<file path="config.mk">
export PLATFORM = sky130hd
export DESIGN_NAME = c_token_scanner
export DESIGN_NICKNAME = d
export VERILOG_FILES = /design/src/rtl/core/ctsc_pkg.sv /design/src/rtl/core/ctsc_front.sv /design/src/rtl/core/ctsc_queue.sv /design/src/rtl/core/ctsc_back.sv /design/src/rtl/core/c_token_scanner.sv
export VERILOG_INCLUDE_DIRS = /design/src /design/src/rtl/core
export SDC_FILE = /design/constraint.sdc
export NUM_CORES = 2
export LEC_CHECK = 0
export ABC_AREA = 0
export BUFFER_PORTS_ARGS = -buffer_cell sky130_fd_sc_hd__buf_4
export CAP_MARGIN = 20
export CELL_PAD_IN_SITES_DETAIL_PLACEMENT = 1
export CELL_PAD_IN_SITES_GLOBAL_PLACEMENT = 1
export CORE_MARGIN = 2
export CORE_UTILIZATION = 25
export CTS_CLUSTER_SIZE = 12
export DETAILED_ROUTE_END_ITERATION = 6
export PLACE_DENSITY_LB_ADDON = 0.1
export SYNTH_ARGS = -nofsm -noshare
export SYNTH_HDL_FRONTEND = slang
export SYNTH_SLANG_ARGS = --single-unit
</file>
<file path="constraint.sdc">
create_clock -name clk -period 20.5 [get_ports clk]
set_input_delay 4.1 -clock clk [delete_from_list [all_inputs] [get_ports clk]]
set_output_delay 4.1 -clock clk [all_outputs]
set_load 0.05 [all_outputs]
</file>
<file path="src/rtl/core/assert_macros.svh">
// assertion macros shared by the token scanner modules
// no dependencies
`ifndef ASSERT_MACROS_SVH
`define ASSERT_MACROS_SVH

// property must hold at every edge outside reset
`define CTSC_ASSERT(lbl, clk, rstn, prop, msg) \
  lbl: assert property (@(posedge clk) disable iff (!rstn) (prop)) else $error(msg);

// condition must never be seen outside reset
`define CTSC_NEVER(lbl, clk, rstn, cond, msg) \
  lbl: assert property (@(posedge clk) disable iff (!rstn) !(cond)) else $error(msg);

`endif

</file>
<file path="src/rtl/core/ctsc_pkg.sv">
// shared types and constants of the c token scanner
// no dependencies
`timescale 1ns / 1ps
package ctsc_pkg;

  localparam int SOURCE_BYTES = 65536;

  // token kinds
  localparam logic [5:0] K_LBRACKET = 6'd0, K_RBRACKET = 6'd1, K_LPAREN = 6'd2,
    K_RPAREN = 6'd3, K_LBRACE = 6'd4, K_RBRACE = 6'd5, K_COMMA = 6'd6, K_SEMI = 6'd7,
    K_DOT = 6'd8, K_ELLIPSIS = 6'd9, K_ANDAND = 6'd10, K_AND_ASSIGN = 6'd11,
    K_AMP = 6'd12, K_OROR = 6'd13, K_OR_ASSIGN = 6'd14, K_PIPE = 6'd15, K_NE = 6'd16,
    K_NOT = 6'd17, K_LE = 6'd18, K_LSHIFT = 6'd19, K_LT = 6'd20, K_GE = 6'd21,
    K_RSHIFT = 6'd22, K_GT = 6'd23, K_EQ = 6'd24, K_ASSIGN = 6'd25, K_INC = 6'd26,
    K_PLUS_ASSIGN = 6'd27, K_PLUS = 6'd28, K_DEC = 6'd29, K_MINUS_ASSIGN = 6'd30,
    K_ARROW = 6'd31, K_MINUS = 6'd32, K_MUL_ASSIGN = 6'd33, K_STAR = 6'd34,
    K_DIV_ASSIGN = 6'd35, K_SLASH = 6'd36, K_MOD_ASSIGN = 6'd37, K_PERCENT = 6'd38,
    K_XOR_ASSIGN = 6'd39, K_CARET = 6'd40, K_TILDE = 6'd41, K_QUESTION = 6'd42,
    K_COLON = 6'd43, K_CONCAT = 6'd44, K_HASH = 6'd45, K_CHAR = 6'd46,
    K_STRING = 6'd47, K_NUMBER = 6'd48, K_IDENT = 6'd49, K_UNKNOWN = 6'd50,
    K_EOF = 6'd51;

  // error codes
  localparam logic [2:0] E_NONE = 3'd0, E_CHAR = 3'd1, E_STRING = 3'd2,
    E_COMMENT = 3'd3, E_QUOTE = 3'd4, E_EXPONENT = 3'd5, E_HEX = 3'd6,
    E_SUFFIX = 3'd7;

  typedef struct packed {
    logic [5:0]  kind;
    logic [15:0] start;
    logic [15:0] len;
    logic [19:0] line;
    logic [31:0] val;
    logic [2:0]  err;
  } tok_t;

  // all results of one input beat
  typedef struct packed {
    logic [1:0]       n;
    tok_t [2:0]       tk;
  } bundle_t;

  typedef struct packed {
    logic full;
    logic empty;
  } q_stat_t;

endpackage

</file>
<file path="src/rtl/core/ctsc_front.sv">
// front end: accepts source bytes, runs the lexer and forms result bundles
// depends on ctsc_pkg, assert_macros.svh
`timescale 1ns / 1ps
`include "assert_macros.svh"
module ctsc_front (
  input  logic              clk,
  input  logic              rst_n,
  input  logic              in_valid,
  output logic              in_stall,
  input  logic [7:0]        in_ch,
  input  logic              in_end_of_source,
  input  ctsc_pkg::q_stat_t q_stat,
  output logic              push,
  output ctsc_pkg::bundle_t push_data
);
  import ctsc_pkg::*;

  typedef enum logic [4:0] {
    M_IDLE, M_IDENT, M_NZERO, M_NDEC, M_NFRAC, M_EXP0, M_EXPS, M_EXPD,
    M_NOCT, M_HEXD, M_HEXF, M_SUFFIX, M_DOT1, M_DOT2, M_OP, M_LCOMMENT,
    M_BCOMMENT, M_BSTAR, M_STR, M_CHR0, M_CHRE, M_CHRC
  } mode_t;

  localparam logic [2:0] NF_HEX = 3'd1, NF_OCT = 3'd2, NF_FLOAT = 3'd4;
  localparam logic [3:0] SUF_BAD = 4'd8;
  localparam int TAKEN_W = $clog2(SOURCE_BYTES + 1);

  typedef struct packed {
    mode_t       mode;
    logic [15:0] tbeg;
    logic [31:0] acc;
    logic [15:0] held;
    logic        esc;
    logic [3:0]  suf;
    logic [2:0]  nf;
  } lex_st_t;

  typedef struct packed {
    lex_st_t st;
    logic    ev;
    tok_t    tk;
    logic    done;
  } step_t;

  function automatic logic is_digit(logic [7:0] c);
    return c >= "0" && c <= "9";
  endfunction

  function automatic logic is_alpha(logic [7:0] c);
    return (c >= "a" && c <= "z") || (c >= "A" && c <= "Z");
  endfunction

  // valid flag and digit value
  function automatic logic [4:0] hex_val(logic [7:0] c);
    logic [7:0] d;
    d = 8'h00;
    if (is_digit(c)) return {1'b1, 4'(c - "0")};
    if (c >= "a" && c <= "f") begin
      d = c - "a" + 8'd10;
      return {1'b1, d[3:0]};
    end
    if (c >= "A" && c <= "F") begin
      d = c - "A" + 8'd10;
      return {1'b1, d[3:0]};
    end
    return 5'd0;
  endfunction

  function automatic tok_t mk(logic [5:0] k, logic [15:0] s, logic [15:0] l,
                              logic [31:0] v, logic [2:0] e);
    tok_t t;
    t.kind = k; t.start = s; t.len = l; t.line = 20'd0; t.val = v; t.err = e;
    return t;
  endfunction

  function automatic logic [5:0] op_single(logic [7:0] f);
    case (f)
      "&": return K_AMP;     "|": return K_PIPE;    "!": return K_NOT;
      "<": return K_LT;      ">": return K_GT;      "=": return K_ASSIGN;
      "+": return K_PLUS;    "-": return K_MINUS;   "*": return K_STAR;
      "/": return K_SLASH;   "%": return K_PERCENT; "^": return K_CARET;
      "#": return K_HASH;
      default: return K_UNKNOWN;
    endcase
  endfunction

  // valid flag and kind of a two byte operator
  function automatic logic [6:0] op_pair(logic [7:0] f, logic [7:0] c);
    case (f)
      "&": if (c == "&") return {1'b1, K_ANDAND};
           else if (c == "=") return {1'b1, K_AND_ASSIGN};
      "|": if (c == "|") return {1'b1, K_OROR};
           else if (c == "=") return {1'b1, K_OR_ASSIGN};
      "!": if (c == "=") return {1'b1, K_NE};
      "<": if (c == "=") return {1'b1, K_LE};
           else if (c == "<") return {1'b1, K_LSHIFT};
      ">": if (c == "=") return {1'b1, K_GE};
           else if (c == ">") return {1'b1, K_RSHIFT};
      "=": if (c == "=") return {1'b1, K_EQ};
      "+": if (c == "+") return {1'b1, K_INC};
           else if (c == "=") return {1'b1, K_PLUS_ASSIGN};
      "-": if (c == "-") return {1'b1, K_DEC};
           else if (c == "=") return {1'b1, K_MINUS_ASSIGN};
           else if (c == ">") return {1'b1, K_ARROW};
      "*": if (c == "=") return {1'b1, K_MUL_ASSIGN};
      "/": if (c == "=") return {1'b1, K_DIV_ASSIGN};
      "%": if (c == "=") return {1'b1, K_MOD_ASSIGN};
      "^": if (c == "=") return {1'b1, K_XOR_ASSIGN};
      "#": if (c == "#") return {1'b1, K_CONCAT};
      default: return 7'd0;
    endcase
    return 7'd0;
  endfunction

  // suffix letter automaton, u then l column
  function automatic logic [3:0] suf_next(logic [3:0] s, logic is_l);
    case (s)
      4'd0: return is_l ? 4'd2 : 4'd1;
      4'd1: return is_l ? 4'd3 : SUF_BAD;
      4'd2: return is_l ? 4'd5 : 4'd4;
      4'd3: return is_l ? 4'd6 : SUF_BAD;
      4'd5: return is_l ? SUF_BAD : 4'd7;
      default: return SUF_BAD;
    endcase
  endfunction

  function automatic lex_st_t suffix_add(lex_st_t s, logic [7:0] c);
    lex_st_t r;
    logic [3:0] q;
    r = s;
    q = (s.suf > SUF_BAD) ? SUF_BAD : s.suf;
    if (s.held != 16'hFFFF) r.held = s.held + 16'd1;
    if (c == "u" || c == "U") r.suf = suf_next(q, 1'b0);
    else if (c == "l" || c == "L") r.suf = suf_next(q, 1'b1);
    else r.suf = SUF_BAD;
    return r;
  endfunction

  function automatic lex_st_t begin_tok(mode_t m, logic [15:0] at);
    lex_st_t r;
    r.mode = m; r.tbeg = at; r.acc = 32'd0; r.held = 16'd0;
    r.esc = 1'b0; r.suf = 4'd0; r.nf = 3'd0;
    return r;
  endfunction

  function automatic tok_t finish_tok(lex_st_t s, logic [15:0] pos);
    logic [15:0] l;
    logic flt;
    l = pos - s.tbeg - s.held;
    flt = s.nf[2];
    if (!flt && s.suf >= SUF_BAD) return mk(K_UNKNOWN, s.tbeg, l, 32'd0, E_SUFFIX);
    return mk(K_NUMBER, s.tbeg, l, flt ? 32'd0 : s.acc, E_NONE);
  endfunction

  // one pass of the lexer loop; at most one token per pass
  function automatic step_t lex_step(lex_st_t s, logic [7:0] c, logic [15:0] pos);
    step_t r;
    logic [15:0] tl;
    logic [4:0] hv;
    logic [6:0] pk;
    logic [31:0] d;
    r.st = s; r.ev = 1'b0; r.tk = '0; r.done = 1'b1;
    tl = pos - s.tbeg;
    hv = hex_val(c);
    pk = op_pair(s.acc[7:0], c);
    d = {24'd0, c - "0"};
    unique case (s.mode)
      M_IDENT: begin
        if (!(is_alpha(c) || is_digit(c) || c == "_")) begin
          r.ev = 1'b1; r.tk = mk(K_IDENT, s.tbeg, tl, 32'd0, E_NONE);
          r.st.mode = M_IDLE; r.done = 1'b0;
        end
      end
      M_NZERO: begin
        if (c == "x" || c == "X") begin
          r.st.nf = s.nf | NF_HEX; r.st.tbeg = pos + 16'd1;
          r.st.held = 16'd0; r.st.mode = M_HEXD;
        end else if (is_digit(c)) begin
          r.st.nf = s.nf | NF_OCT; r.st.mode = M_NOCT; r.done = 1'b0;
        end else begin
          r.st.mode = M_NDEC; r.done = 1'b0;
        end
      end
      M_NDEC, M_NFRAC, M_EXPD, M_NOCT, M_HEXD: begin
        if (s.mode == M_NDEC && is_digit(c)) begin
          r.st.acc = (s.acc << 3) + (s.acc << 1) + d;
        end else if (s.mode == M_NDEC && c == ".") begin
          r.st.nf = s.nf | NF_FLOAT; r.st.mode = M_NFRAC;
        end else if (s.mode == M_NDEC && (c == "e" || c == "E")) begin
          r.st.nf = s.nf | NF_FLOAT; r.st.mode = M_EXP0;
        end else if ((s.mode == M_NFRAC || s.mode == M_EXPD) && is_digit(c)) begin
          r.done = 1'b1;
        end else if (s.mode == M_NFRAC && (c == "e" || c == "E")) begin
          r.st.mode = M_EXP0;
        end else if (s.mode == M_NOCT && c >= "0" && c <= "7") begin
          r.st.acc = (s.acc << 3) + d;
        end else if (s.mode == M_HEXD && hv[4]) begin
          r.st.acc = (s.acc << 4) + {28'd0, hv[3:0]}; r.st.held = 16'd1;
        end else if (s.mode == M_HEXD && c == ".") begin
          r.st.nf = s.nf | NF_FLOAT; r.st.held = 16'd0; r.st.mode = M_HEXF;
        end else if (s.mode == M_HEXD && (c == "p" || c == "P")) begin
          r.st.nf = s.nf | NF_FLOAT; r.st.held = 16'd0; r.st.mode = M_EXP0;
        end else if (s.mode == M_HEXD && s.held == 16'd0) begin
          r.ev = 1'b1; r.tk = mk(K_UNKNOWN, s.tbeg, tl, 32'd0, E_HEX);
          r.st.mode = M_IDLE; r.done = 1'b0;
        end else begin
          // end of the number body
          r.st.held = 16'd0;
          if (is_alpha(c)) begin
            r.st.mode = M_SUFFIX;
            r.st = suffix_add(r.st, c);
          end else begin
            r.ev = 1'b1; r.tk = finish_tok(r.st, pos);
            r.st.mode = M_IDLE; r.done = 1'b0;
          end
        end
      end
      M_EXP0, M_EXPS: begin
        if (s.mode == M_EXP0 && (c == "+" || c == "-")) r.st.mode = M_EXPS;
        else if (is_digit(c)) r.st.mode = M_EXPD;
        else begin
          r.ev = 1'b1; r.tk = mk(K_UNKNOWN, s.tbeg, tl, 32'd0, E_EXPONENT);
          r.st.mode = M_IDLE; r.done = 1'b0;
        end
      end
      M_HEXF: begin
        if (hv[4]) r.done = 1'b1;
        else if (c == "p" || c == "P") r.st.mode = M_EXP0;
        else begin
          r.ev = 1'b1; r.tk = mk(K_UNKNOWN, s.tbeg, tl, 32'd0, E_HEX);
          r.st.mode = M_IDLE; r.done = 1'b0;
        end
      end
      M_SUFFIX: begin
        if (is_alpha(c)) r.st = suffix_add(s, c);
        else begin
          r.ev = 1'b1; r.tk = finish_tok(s, pos);
          r.st.mode = M_IDLE; r.done = 1'b0;
        end
      end
      M_DOT1: begin
        if (is_digit(c)) begin
          r.st.nf = NF_FLOAT; r.st.mode = M_NFRAC;
        end else if (c == ".") r.st.mode = M_DOT2;
        else begin
          r.ev = 1'b1; r.tk = mk(K_DOT, s.tbeg, 16'd1, 32'd0, E_NONE);
          r.st.mode = M_IDLE; r.done = 1'b0;
        end
      end
      M_DOT2: begin
        if (c == ".") begin
          r.ev = 1'b1; r.tk = mk(K_ELLIPSIS, s.tbeg, 16'd3, 32'd0, E_NONE);
          r.st.mode = M_IDLE;
        end else begin
          r.ev = 1'b1; r.tk = mk(K_DOT, s.tbeg, 16'd1, 32'd0, E_NONE);
          r.st.tbeg = s.tbeg + 16'd1; r.st.mode = M_DOT1; r.done = 1'b0;
        end
      end
      M_OP: begin
        if (s.acc[7:0] == "/" && c == "/") r.st.mode = M_LCOMMENT;
        else if (s.acc[7:0] == "/" && c == "*") r.st.mode = M_BCOMMENT;
        else if (pk[6]) begin
          r.ev = 1'b1; r.tk = mk(pk[5:0], s.tbeg, 16'd2, 32'd0, E_NONE);
          r.st.mode = M_IDLE;
        end else begin
          r.ev = 1'b1; r.tk = mk(op_single(s.acc[7:0]), s.tbeg, 16'd1, 32'd0, E_NONE);
          r.st.mode = M_IDLE; r.done = 1'b0;
        end
      end
      M_LCOMMENT: if (c == "\n") r.st.mode = M_IDLE;
      M_BCOMMENT: if (c == "*") r.st.mode = M_BSTAR;
      M_BSTAR: begin
        if (c == "/") r.st.mode = M_IDLE;
        else if (c != "*") r.st.mode = M_BCOMMENT;
      end
      M_STR: begin
        if (s.esc) r.st.esc = 1'b0;
        else if (c == "\\") r.st.esc = 1'b1;
        else if (c == "\"") begin
          r.ev = 1'b1; r.tk = mk(K_STRING, s.tbeg, tl, 32'd0, E_NONE);
          r.st.mode = M_IDLE;
        end
      end
      M_CHR0: r.st.mode = (c == "\\") ? M_CHRE : M_CHRC;
      M_CHRE: r.st.mode = M_CHRC;
      M_CHRC: begin
        r.ev = 1'b1;
        if (c == "'") begin
          r.tk = mk(K_CHAR, s.tbeg, tl, 32'd0, E_NONE); r.st.mode = M_IDLE;
        end else begin
          r.tk = mk(K_UNKNOWN, s.tbeg, tl, 32'd0, E_QUOTE);
          r.st.mode = M_IDLE; r.done = 1'b0;
        end
      end
      default: begin
        // between tokens
        r.st.mode = M_IDLE;
        case (c)
          " ", "\t", "\n": r.ev = 1'b0;
          "[": begin r.ev = 1'b1; r.tk = mk(K_LBRACKET, pos, 16'd1, 32'd0, E_NONE); end
          "]": begin r.ev = 1'b1; r.tk = mk(K_RBRACKET, pos, 16'd1, 32'd0, E_NONE); end
          "(": begin r.ev = 1'b1; r.tk = mk(K_LPAREN, pos, 16'd1, 32'd0, E_NONE); end
          ")": begin r.ev = 1'b1; r.tk = mk(K_RPAREN, pos, 16'd1, 32'd0, E_NONE); end
          "{": begin r.ev = 1'b1; r.tk = mk(K_LBRACE, pos, 16'd1, 32'd0, E_NONE); end
          "}": begin r.ev = 1'b1; r.tk = mk(K_RBRACE, pos, 16'd1, 32'd0, E_NONE); end
          ",": begin r.ev = 1'b1; r.tk = mk(K_COMMA, pos, 16'd1, 32'd0, E_NONE); end
          ";": begin r.ev = 1'b1; r.tk = mk(K_SEMI, pos, 16'd1, 32'd0, E_NONE); end
          "~": begin r.ev = 1'b1; r.tk = mk(K_TILDE, pos, 16'd1, 32'd0, E_NONE); end
          "?": begin r.ev = 1'b1; r.tk = mk(K_QUESTION, pos, 16'd1, 32'd0, E_NONE); end
          ":": begin r.ev = 1'b1; r.tk = mk(K_COLON, pos, 16'd1, 32'd0, E_NONE); end
          ".": r.st = begin_tok(M_DOT1, pos);
          "\"": r.st = begin_tok(M_STR, pos + 16'd1);
          "'": r.st = begin_tok(M_CHR0, pos + 16'd1);
          "0": r.st = begin_tok(M_NZERO, pos);
          default: begin
            if (is_digit(c)) begin
              r.st = begin_tok(M_NDEC, pos); r.st.acc = d;
            end else if (is_alpha(c) || c == "_") begin
              r.st = begin_tok(M_IDENT, pos);
            end else if (op_single(c) != K_UNKNOWN) begin
              r.st = begin_tok(M_OP, pos); r.st.acc = {24'd0, c};
            end else begin
              r.ev = 1'b1; r.tk = mk(K_UNKNOWN, pos, 16'd1, 32'd0, E_NONE);
            end
          end
        endcase
      end
    endcase
    return r;
  endfunction

  lex_st_t              st_r, st_nxt;
  logic [15:0]          pos_r, pos_nxt;
  logic [19:0]          line_r, line_nxt;
  logic [TAKEN_W-1:0]   taken_r, taken_nxt;
  logic                 in_acc;
  step_t                ps [4];
  lex_st_t              cur;
  logic                 act;
  logic [1:0]           n;
  tok_t                 slots [3];
  logic [15:0]          ftl, fl;

  assign in_stall = q_stat.full;
  assign in_acc   = in_valid && !in_stall;

  // lexer passes for one byte, or flush on end of source
  always_comb begin
    cur = st_r; act = 1'b1; n = 2'd0;
    for (int j = 0; j < 3; j++) slots[j] = '0;
    st_nxt = st_r; pos_nxt = pos_r; line_nxt = line_r; taken_nxt = taken_r;
    ftl = pos_r - st_r.tbeg;
    fl = pos_r - st_r.tbeg;
    for (int i = 0; i < 4; i++) begin
      ps[i] = lex_step(cur, in_ch, pos_r);
      if (act) begin
        if (ps[i].ev && n != 2'd3) begin
          slots[n] = ps[i].tk;
          n = n + 2'd1;
        end
        cur = ps[i].st;
        act = !ps[i].done;
      end
    end
    if (in_end_of_source) begin
      n = 2'd0;
      case (st_r.mode)
        M_IDENT: begin slots[0] = mk(K_IDENT, st_r.tbeg, ftl, 32'd0, E_NONE); n = 2'd1; end
        M_NZERO, M_NDEC, M_NFRAC, M_EXPD, M_NOCT: begin
          cur = st_r; cur.held = 16'd0; slots[0] = finish_tok(cur, pos_r); n = 2'd1;
        end
        M_SUFFIX: begin slots[0] = finish_tok(st_r, pos_r); n = 2'd1; end
        M_HEXD: begin
          cur = st_r; cur.held = 16'd0; n = 2'd1;
          if (st_r.held == 16'd0) slots[0] = mk(K_UNKNOWN, st_r.tbeg, ftl, 32'd0, E_HEX);
          else slots[0] = finish_tok(cur, pos_r);
        end
        M_HEXF: begin slots[0] = mk(K_UNKNOWN, st_r.tbeg, ftl, 32'd0, E_HEX); n = 2'd1; end
        M_EXP0, M_EXPS: begin
          slots[0] = mk(K_UNKNOWN, st_r.tbeg, ftl, 32'd0, E_EXPONENT); n = 2'd1;
        end
        M_DOT1: begin slots[0] = mk(K_DOT, st_r.tbeg, 16'd1, 32'd0, E_NONE); n = 2'd1; end
        M_DOT2: begin
          slots[0] = mk(K_DOT, st_r.tbeg, 16'd1, 32'd0, E_NONE);
          slots[1] = mk(K_DOT, st_r.tbeg + 16'd1, 16'd1, 32'd0, E_NONE);
          n = 2'd2;
        end
        M_OP: begin
          slots[0] = mk(op_single(st_r.acc[7:0]), st_r.tbeg, 16'd1, 32'd0, E_NONE);
          n = 2'd1;
        end
        M_BCOMMENT, M_BSTAR: begin
          slots[0] = mk(K_UNKNOWN, st_r.tbeg, fl, 32'd0, E_COMMENT); n = 2'd1;
        end
        M_STR: begin slots[0] = mk(K_UNKNOWN, st_r.tbeg, fl, 32'd0, E_STRING); n = 2'd1; end
        M_CHR0, M_CHRE, M_CHRC: begin
          slots[0] = mk(K_UNKNOWN, st_r.tbeg, fl, 32'd0, E_CHAR); n = 2'd1;
        end
        default: n = 2'd0;
      endcase
      slots[n] = mk(K_EOF, pos_r, 16'd0, 32'd0, E_NONE);
      n = n + 2'd1;
      st_nxt = begin_tok(M_IDLE, 16'd0);
      pos_nxt = 16'd0; line_nxt = 20'd1; taken_nxt = '0;
    end else if (taken_r >= TAKEN_W'(SOURCE_BYTES)) begin
      n = 2'd0;
    end else begin
      st_nxt = cur;
      taken_nxt = taken_r + 1'b1;
      pos_nxt = pos_r + 16'd1;
      if (in_ch == "\n" && line_r != 20'hFFFFF) line_nxt = line_r + 20'd1;
    end
  end

  // bundle towards the queue, every token stamped with the current line
  always_comb begin
    push_data.n = n;
    for (int j = 0; j < 3; j++) begin
      push_data.tk[j] = slots[j];
      push_data.tk[j].line = line_r;
    end
  end
  assign push = in_acc && (n != 2'd0);

  // scanner state
  always_ff @(posedge clk) begin
    if (!rst_n) begin
      st_r <= begin_tok(M_IDLE, 16'd0);
      pos_r <= 16'd0;
      line_r <= 20'd1;
      taken_r <= '0;
    end else if (in_acc) begin
      st_r <= st_nxt;
      pos_r <= pos_nxt;
      line_r <= line_nxt;
      taken_r <= taken_nxt;
    end
  end

  `CTSC_ASSERT(a_eof_resets, clk, rst_n, in_acc && in_end_of_source |=> pos_r == 16'd0 && st_r.mode == M_IDLE && line_r == 20'd1, "eof did not reset scanner")
  `CTSC_NEVER(a_eof_bundle_nonempty, clk, rst_n, in_acc && in_end_of_source && !push, "eof beat gave no bundle")

endmodule

</file>
<file path="src/rtl/core/ctsc_queue.sv">
// two entry bundle queue between front and back ends
// depends on ctsc_pkg, assert_macros.svh
`timescale 1ns / 1ps
`include "assert_macros.svh"
module ctsc_queue (
  input  logic              clk,
  input  logic              rst_n,
  input  logic              push,
  input  ctsc_pkg::bundle_t push_data,
  input  logic              pop,
  output ctsc_pkg::bundle_t head,
  output ctsc_pkg::q_stat_t q_stat
);
  import ctsc_pkg::*;

  bundle_t    mem_r [2];
  logic       wp_r, rp_r;
  logic [1:0] cnt_r;

  assign head = mem_r[rp_r];
  assign q_stat.full = (cnt_r == 2'd2);
  assign q_stat.empty = (cnt_r == 2'd0);

  // storage
  always_ff @(posedge clk) begin
    if (push) mem_r[wp_r] <= push_data;
  end

  // pointers and fill count
  always_ff @(posedge clk) begin
    if (!rst_n) begin
      wp_r <= 1'b0; rp_r <= 1'b0; cnt_r <= 2'd0;
    end else begin
      if (push) wp_r <= !wp_r;
      if (pop) rp_r <= !rp_r;
      cnt_r <= cnt_r + {1'b0, push} - {1'b0, pop};
    end
  end

  `CTSC_NEVER(a_no_overflow, clk, rst_n, push && q_stat.full, "push into full queue")
  `CTSC_NEVER(a_no_underflow, clk, rst_n, pop && q_stat.empty, "pop from empty queue")

endmodule

</file>
<file path="src/rtl/core/ctsc_back.sv">
// back end: delivers the tokens of each queued bundle one beat at a time
// depends on ctsc_pkg, assert_macros.svh
`timescale 1ns / 1ps
`include "assert_macros.svh"
module ctsc_back (
  input  logic              clk,
  input  logic              rst_n,
  input  ctsc_pkg::bundle_t head,
  input  ctsc_pkg::q_stat_t q_stat,
  output logic              pop,
  output logic              out_valid,
  input  logic              out_stall,
  output logic [5:0]        out_token_kind,
  output logic [15:0]       out_token_start,
  output logic [15:0]       out_token_length,
  output logic [19:0]       out_line_number,
  output logic [31:0]       out_int_value,
  output logic [2:0]        out_error_code,
  output logic              out_last_result
);
  import ctsc_pkg::*;

  logic [1:0] slot_r;
  tok_t       t;
  logic       last;

  assign out_valid = !q_stat.empty;
  assign t = head.tk[slot_r];
  assign last = (slot_r == head.n - 2'd1);

  assign out_token_kind = t.kind;
  assign out_token_start = t.start;
  assign out_token_length = t.len;
  assign out_line_number = t.line;
  assign out_int_value = t.val;
  assign out_error_code = t.err;
  assign out_last_result = last;
  assign pop = out_valid && !out_stall && last;

  // slot within the head bundle
  always_ff @(posedge clk) begin
    if (!rst_n) slot_r <= 2'd0;
    else if (out_valid && !out_stall) slot_r <= last ? 2'd0 : slot_r + 2'd1;
  end

  `CTSC_ASSERT(a_slot_in_range, clk, rst_n, !q_stat.empty |-> slot_r < head.n, "slot past bundle")

endmodule

</file>
<file path="src/rtl/core/c_token_scanner.sv">
// top level of the c token scanner: front end, bundle queue, back end
// depends on ctsc_pkg, ctsc_front, ctsc_queue, ctsc_back
//
// channel | direction | beat
// in_     | input     | one source byte or end of source
// out_    | output    | one token record, last_result ends a byte's results
//
// one source byte is taken per cycle; each byte yields zero to three tokens,
// which leave one per cycle from the two entry bundle queue.
// input stalls while the queue is full; output stall backs up into it.
// a byte giving several tokens holds the output until the last of them has left.
// reset is synchronous, active low, and clears scanner state and queue.
`timescale 1ns / 1ps
module c_token_scanner (
  input  logic        clk,
  input  logic        rst_n,
  input  logic        in_valid,
  output logic        in_stall,
  input  logic [7:0]  in_ch,
  input  logic        in_end_of_source,
  output logic        out_valid,
  input  logic        out_stall,
  output logic [5:0]  out_token_kind,
  output logic [15:0] out_token_start,
  output logic [15:0] out_token_length,
  output logic [19:0] out_line_number,
  output logic [31:0] out_int_value,
  output logic [2:0]  out_error_code,
  output logic        out_last_result
);
  import ctsc_pkg::*;

  bundle_t push_data, head;
  q_stat_t q_stat;
  logic    push, pop;

  // classify bytes
  ctsc_front u_front (
    .clk, .rst_n, .in_valid, .in_stall, .in_ch, .in_end_of_source,
    .q_stat, .push, .push_data
  );

  // decouple
  ctsc_queue u_queue (
    .clk, .rst_n, .push, .push_data, .pop, .head, .q_stat
  );

  // deliver tokens
  ctsc_back u_back (
    .clk, .rst_n, .head, .q_stat, .pop, .out_valid, .out_stall,
    .out_token_kind, .out_token_start, .out_token_length, .out_line_number,
    .out_int_value, .out_error_code, .out_last_result
  );

endmodule

</file>
## Word-level counts from Yosys, hierarchy flattened

Memory sizes are Yosys's and may differ from the RTL's. A register that Yosys moved wholly into a read port is not among the register bits.
Cells that the tools add are included.

- Register bits after elaboration: 136
- RAM bits: 562
- Bits of input ports: 13
- Output and inout bits: 96
- Memories kept: 1

- Add/sub/neg operators: 48
- $lt $le $gt $ge: 27
- Equality and inequality tests: 211
- Mux-type cells: 690
- Bitwise logic cells: 4
- Reductions and logical operators: 165

Memories:

| name | words | bits a word | read ports | clocked after memory_dff | wr ports | line | source |
|---|---|---|---|---|---|---|---|
| u_queue.mem_r | 2 | 281 | 1 | 1 | 1 | ctsc_queue.sv:16 | `bundle_t mem_r [2];` |

Operator list:

| cell | number |
|---|---|
| $mux W95 | 60 |
| $pmux W93 S12 | 4 |
| $pmux W94 S11 | 4 |
| $mux W167 | 24 |
| $mux W93 | 33 |
| $mux W94 | 28 |
| $mux W279 | 7 |
| $pmux W77 S5 | 4 |
| $mux W48 | 24 |
| $bwmux W279 | 4 |
| $pmux W93 S11 | 1 |
| $mux W77 | 13 |
| $mux W119 | 8 |
| $mux W21 | 36 |
| $demux W93 S2 | 4 |
| $mux W72 | 10 |
| $mux W171 | 4 |
| $mux W69 | 8 |
| $eq A8 B6 Y1 const B | 66 |
| $mux W5 | 86 |
| $mux W16 | 26 |
| $mux W103 | 4 |
| $pmux W6 S13 | 5 |
| $mux W32 | 12 |
| other kinds (93) | 670 |

## Longest topological paths before layout

- Depth after elaboration: 158
- Mapped depth: 36
- Mapped depth without buffers: 32

## By module

A second synthesis with hierarchy kept.

- Cells, all modules: 5524
- Area total of the unflattened synthesis: 51144.1 µm²

By module, submodules not included:

| module | instances | cells each | area each (µm²) | sequential area each (µm²) |
|---|---|---|---|---|
| ctsc_front | 1 | 4302 | 28252.1 | 2562.5 |
| ctsc_queue | 1 | 895 | 20848.7 | 16976.3 |
| ctsc_back | 1 | 327 | 2043.2 | 40.0 |

## Least setup slack after synthesis

Ideal clock, no wire load.

- Path kind: in2reg
- From: in in_ch[1]
- To: mem u_queue.mem_r[1][0] (netlist name) (enable)
- Library setup time: 0.632 ns
- Arrival time: 15.463 ns
- Data required time: 19.868 ns
- Setup slack: 4.405 ns
- Cell stages on the path: 27
- Buffers on the path: 3
- Cell sequence: clkbuf_1 -> inv_1 -> ha_1 -> or4b_4 -> a311oi_2 -> o32a_2 -> o211ai_1 -> a2111o_1 -> o41a_1 -> or2_1 -> buf_2 -> buf_6 -> o31ai_4 -> nor2_1 -> nand4b_1 -> nand3_1 -> nor3_1 -> a21oi_1 -> ha_1 -> mux2i_1 -> inv_1 -> ha_1 -> a311oi_4 -> xnor2_1 -> o31ai_2 -> o21a_1 -> and2_1

RTL lines:

| item | line | source |
|---|---|---|
| start, declared | c_token_scanner.sv:19 | `input logic [7:0] in_ch,` |
| end, declared | ctsc_queue.sv:16 |  |

==> flow_summary.ini <==
[run_status]
outcome = finished, final reports clean

[sta]
final.period_utilization_pct = 69.4
max_clock_freq_mhz = 70.3
hold_slack_ps = 489
setup_tns_ps = 0
report.final.hold_viol_count = 0
setup_repair_after_global_routing_missed_its_margin = no
timing.max_slew.rel_slack_pct = 15.9
finalClockSkew_ps = 60.5
post-route-min-period_ps = 14220
timing_worst_slew_pin_value_ps = 1250
drv_slew = 0
setup-violations-final = 0

[floorplanning]
die_width_um = 430
dieHeight_um = 430
effective_utilization_at_floorplan_pct = 25.1
die_area_sq_um = 185000
core_area_sq_um = 181000
design.portCount = 109
rows = 156

[place]
placed_area_sq_um = 50100
place_hpwl_mm = 177
io_buffers = 108
numPlacedInstances = 7537
gpl_wtd_cong = 1.01

[yosys]
synth_edf_count = 482
netlist_top_cells_area = edfxtp_1 (32%), dfxtp_1 (6.0%), ha_1 (5.2%), nor2_1 (3.8%), a21oi_1 (3.7%)
synth_top_cells_by_count = edfxtp_1 (482), nor2_1 (456), nand2_1 (429)
synth_top_cell_by_area = edfxtp_1
synth_cell_type_count = 127
synthMostInstantiatedCell = edfxtp_1
synthesis.area_sq_um = 45400
ys_seq_elements = 617
synth_flop_cell = edfxtp_1
synthesis.yosys.warnings = 0
synth-seq-area-share_pct = 37.8
asyncSetResetFlopFracSynth_pct = 0
proportion_of_netlist_area_held_by_the_largest_area_contributor_pct = 31.9
syn_avg_cell_area_sq_um = 9.02
synthesis.instances = 5030

[route]
via_count = 43200
route.detailed.vias_per_inst = 5.62
drt_iter0_drc = 3681
routed_wire_length_mm = 238
route.antenna.remaining_nets = 0
total_iterations_of_the_first_detailed_routing_run = 6
wl_per_cell_um = 31.0
drc = 0

[global_routing]
grt_max_degree = 132
via_count_of_the_first_global_routing_pass = 43500
grt.total_usage_pct = 25.1
grt_first_pass_wirelength_mm = 337
grt_total_ovfl = 0
grt_antenna_before_repair = 19

[finish]
drive_above_1_share_pct = 11.6
num-nets-final = 5468
post-route-cell-area_sq_um = 52700
post_synthesis_to_final_layout_area_growth_pct = 16.1
final-instance-count-excl-fill = 7689

[critical_path]
cp_slowest_stage_delay_ps = 850
critPathBufInv = 5
timing.critical_path.to_type = register
timing.critical_path.from_type = primary input
required_ps = 20810
critPathMostFrequentCell = ha_1
crit_type = in -> reg
worst_ep_arrival_time_ps = 14540
critPathTopFamily = simple AND/OR/NAND/NOR gates
critPathMaxFanout = 64
cp_slowest_cell = and2_4

[clock_network]
root_buffer = clkbuf_16
cts-htree-levels = 3
cts.repair.resized = 0
post_cts_hold_buffer_count = 0
cts-root-to-sink-buffers = 3
path_clk_slew_ps = 50
clock-sinks = 617
post-cts-setup-buffer-count = 0
clk_latency_ps = 740
cts_tree = done
cts_made_buffers = 78

[power]
internal-power_uw = 4590
swShare_pct = 56.1
net-switching-power_uw = 5870
powerDensity_nw_per_um2 = 198
power_frac_seq_pct = 19.0
total_leakage_power_uw = 0.0187
max-vdd-ir-drop_mv = 0.125
share_clk_of_total_power_pct = 13.4
comb_power_share_pct = 67.6

[hold_path]
hold_class = reg -> reg

[flow_run]
max_cap_violations = 0
## cell type report
| cell class | instances | area, sq um |
|---|---|---|
| flip-flops and latches | 617 | 17200 |
| clock inverters | 32 | 452 |
| fillers | 20800 | 128000 |
| well taps | 2370 | 2970 |
| diodes | 8 | 20.0 |
| inverters | 269 | 1010 |
| repair buffers | 290 | 2200 |
| multi-input cells | 3992 | 26800 |
| clock buffers | 111 | 2110 |
## cell usage in the layout (no fill, tap or decap), types with 58 or more instances in the layout
cell,Yosys,final
and2_1,76,74
mux2i_1,122,122
inv_1,257,257
nor3_1,110,104
nor2b_1,88,88
nor2_1,456,450
a22oi_1,106,106
xnor2_1,103,103
a21oi_1,340,337
nand4_1,69,69
buf_4,1,287
nand3_1,126,125
dfxtp_1,135,132
mux4_2,73,73
o21ai_0,307,306
ha_1,190,190
edfxtp_1,482,482
clkbuf_16,0,78
o22ai_1,144,144
nand2_1,429,428
conb_1,1,200
a31oi_1,69,68
xor2_1,58,58
## flip-flops by register name, indices dropped and copies added (netlist names), named ones only
register and count:
u_back.slot_r 2, u_front.st_r 75, u_front.pos_r 16, u_queue.mem_r 482
u_queue.rp_r 1, u_front.line_r 20, u_queue.cnt_r 2, u_front.taken_r 17
u_queue.wp_r 1
## cell families (layout without fill, tap and decap cells)
logic type	count (synthesis)	in the layout	synth area share, %
other cells	1	208	0.00826
flops	617	617	37.8
fa+ha+maj	207	207	5.99
buf+inv	620	702	5.31
mux	208	208	6.63
compound gates	1581	1581	23.4
xor+xnor	161	161	3.11
simple gates	1635	1635	17.7
## worst register-to-register path: stages, from the launching register on
cell	delay (ps)
dfxtp_1	310
buf_4	360
nor3b_2	720
a211oi_1	350
a2111oi_1	670
nor2_1	210
a21oi_2	180
buf_4	290
o211ai_1	160
a21oi_2	540
inv_2	270
nor4_1	580
nand2_1	280
o21bai_1	630
nand3_1	350
nor3_1	480
a21oi_1	150
ha_1	320
mux2i_1	250
inv_1	140
ha_1	230
a311oi_4	360
xnor2_1	140
o31ai_2	260
o21a_1	280
and2_4	850
buf_4	840
## layer usage
layer / wire, um / share of wire (%) / vias up / GRT usage (%)
li1: - / - / 19300 / -
met1: 113000 / 47 / 22100 / 35.8
met2: 102000 / 43 / 1499 / 38.1
met3: 14700 / 6.2 / 379 / 4.11
met4: 8310 / 3.5 / 12 / 8.53
met5: 80 / 0.034 / - / 0
## power by group through the flow
stage | combinational, uW | clock, uW | sequential, uW
floorplan | 4080 | 0 | 2040
global placement | 6950 | 0 | 2010
detailed placement | 6930 | 0 | 2020
CTS | 6960 | 1450 | 1990
global route | 7440 | 1490 | 2020
finish | 7070 | 1400 | 1990
## worst paths after layout
check                                                      from                               to  slack, ps  depth (start not counted)
worst min-delay path            u_front.taken_r[5]$_SDFFE_PN0P_  u_front.taken_r[5]$_SDFFE_PN0P_        490                          2
worst max register to register    u_front.st_r[75]$_SDFFE_PN0P_  u_queue.mem_r[1][201]$_DFFE_PP_       9820                         26
worst min register to register  u_front.taken_r[5]$_SDFFE_PN0P_  u_front.taken_r[5]$_SDFFE_PN0P_        490                          2
worst max-delay path                                   in_ch[4]  u_queue.mem_r[1][201]$_DFFE_PP_       6280                         27
## per-stage QoR
step / power, uW / setup WS (ps) / utilization, %
after global routing: 10900 / 5710 / 29.2
after global placement: 8960 / 5630 / 27.8
after detailed placement: 8950 / 5700 / 27.8
after CTS: 10400 / 6420 / 29.2
final: 10500 / 6280 / 29.2
after floorplan: 6130 / 4410 / -
Power figures use the tool's default switching activity.
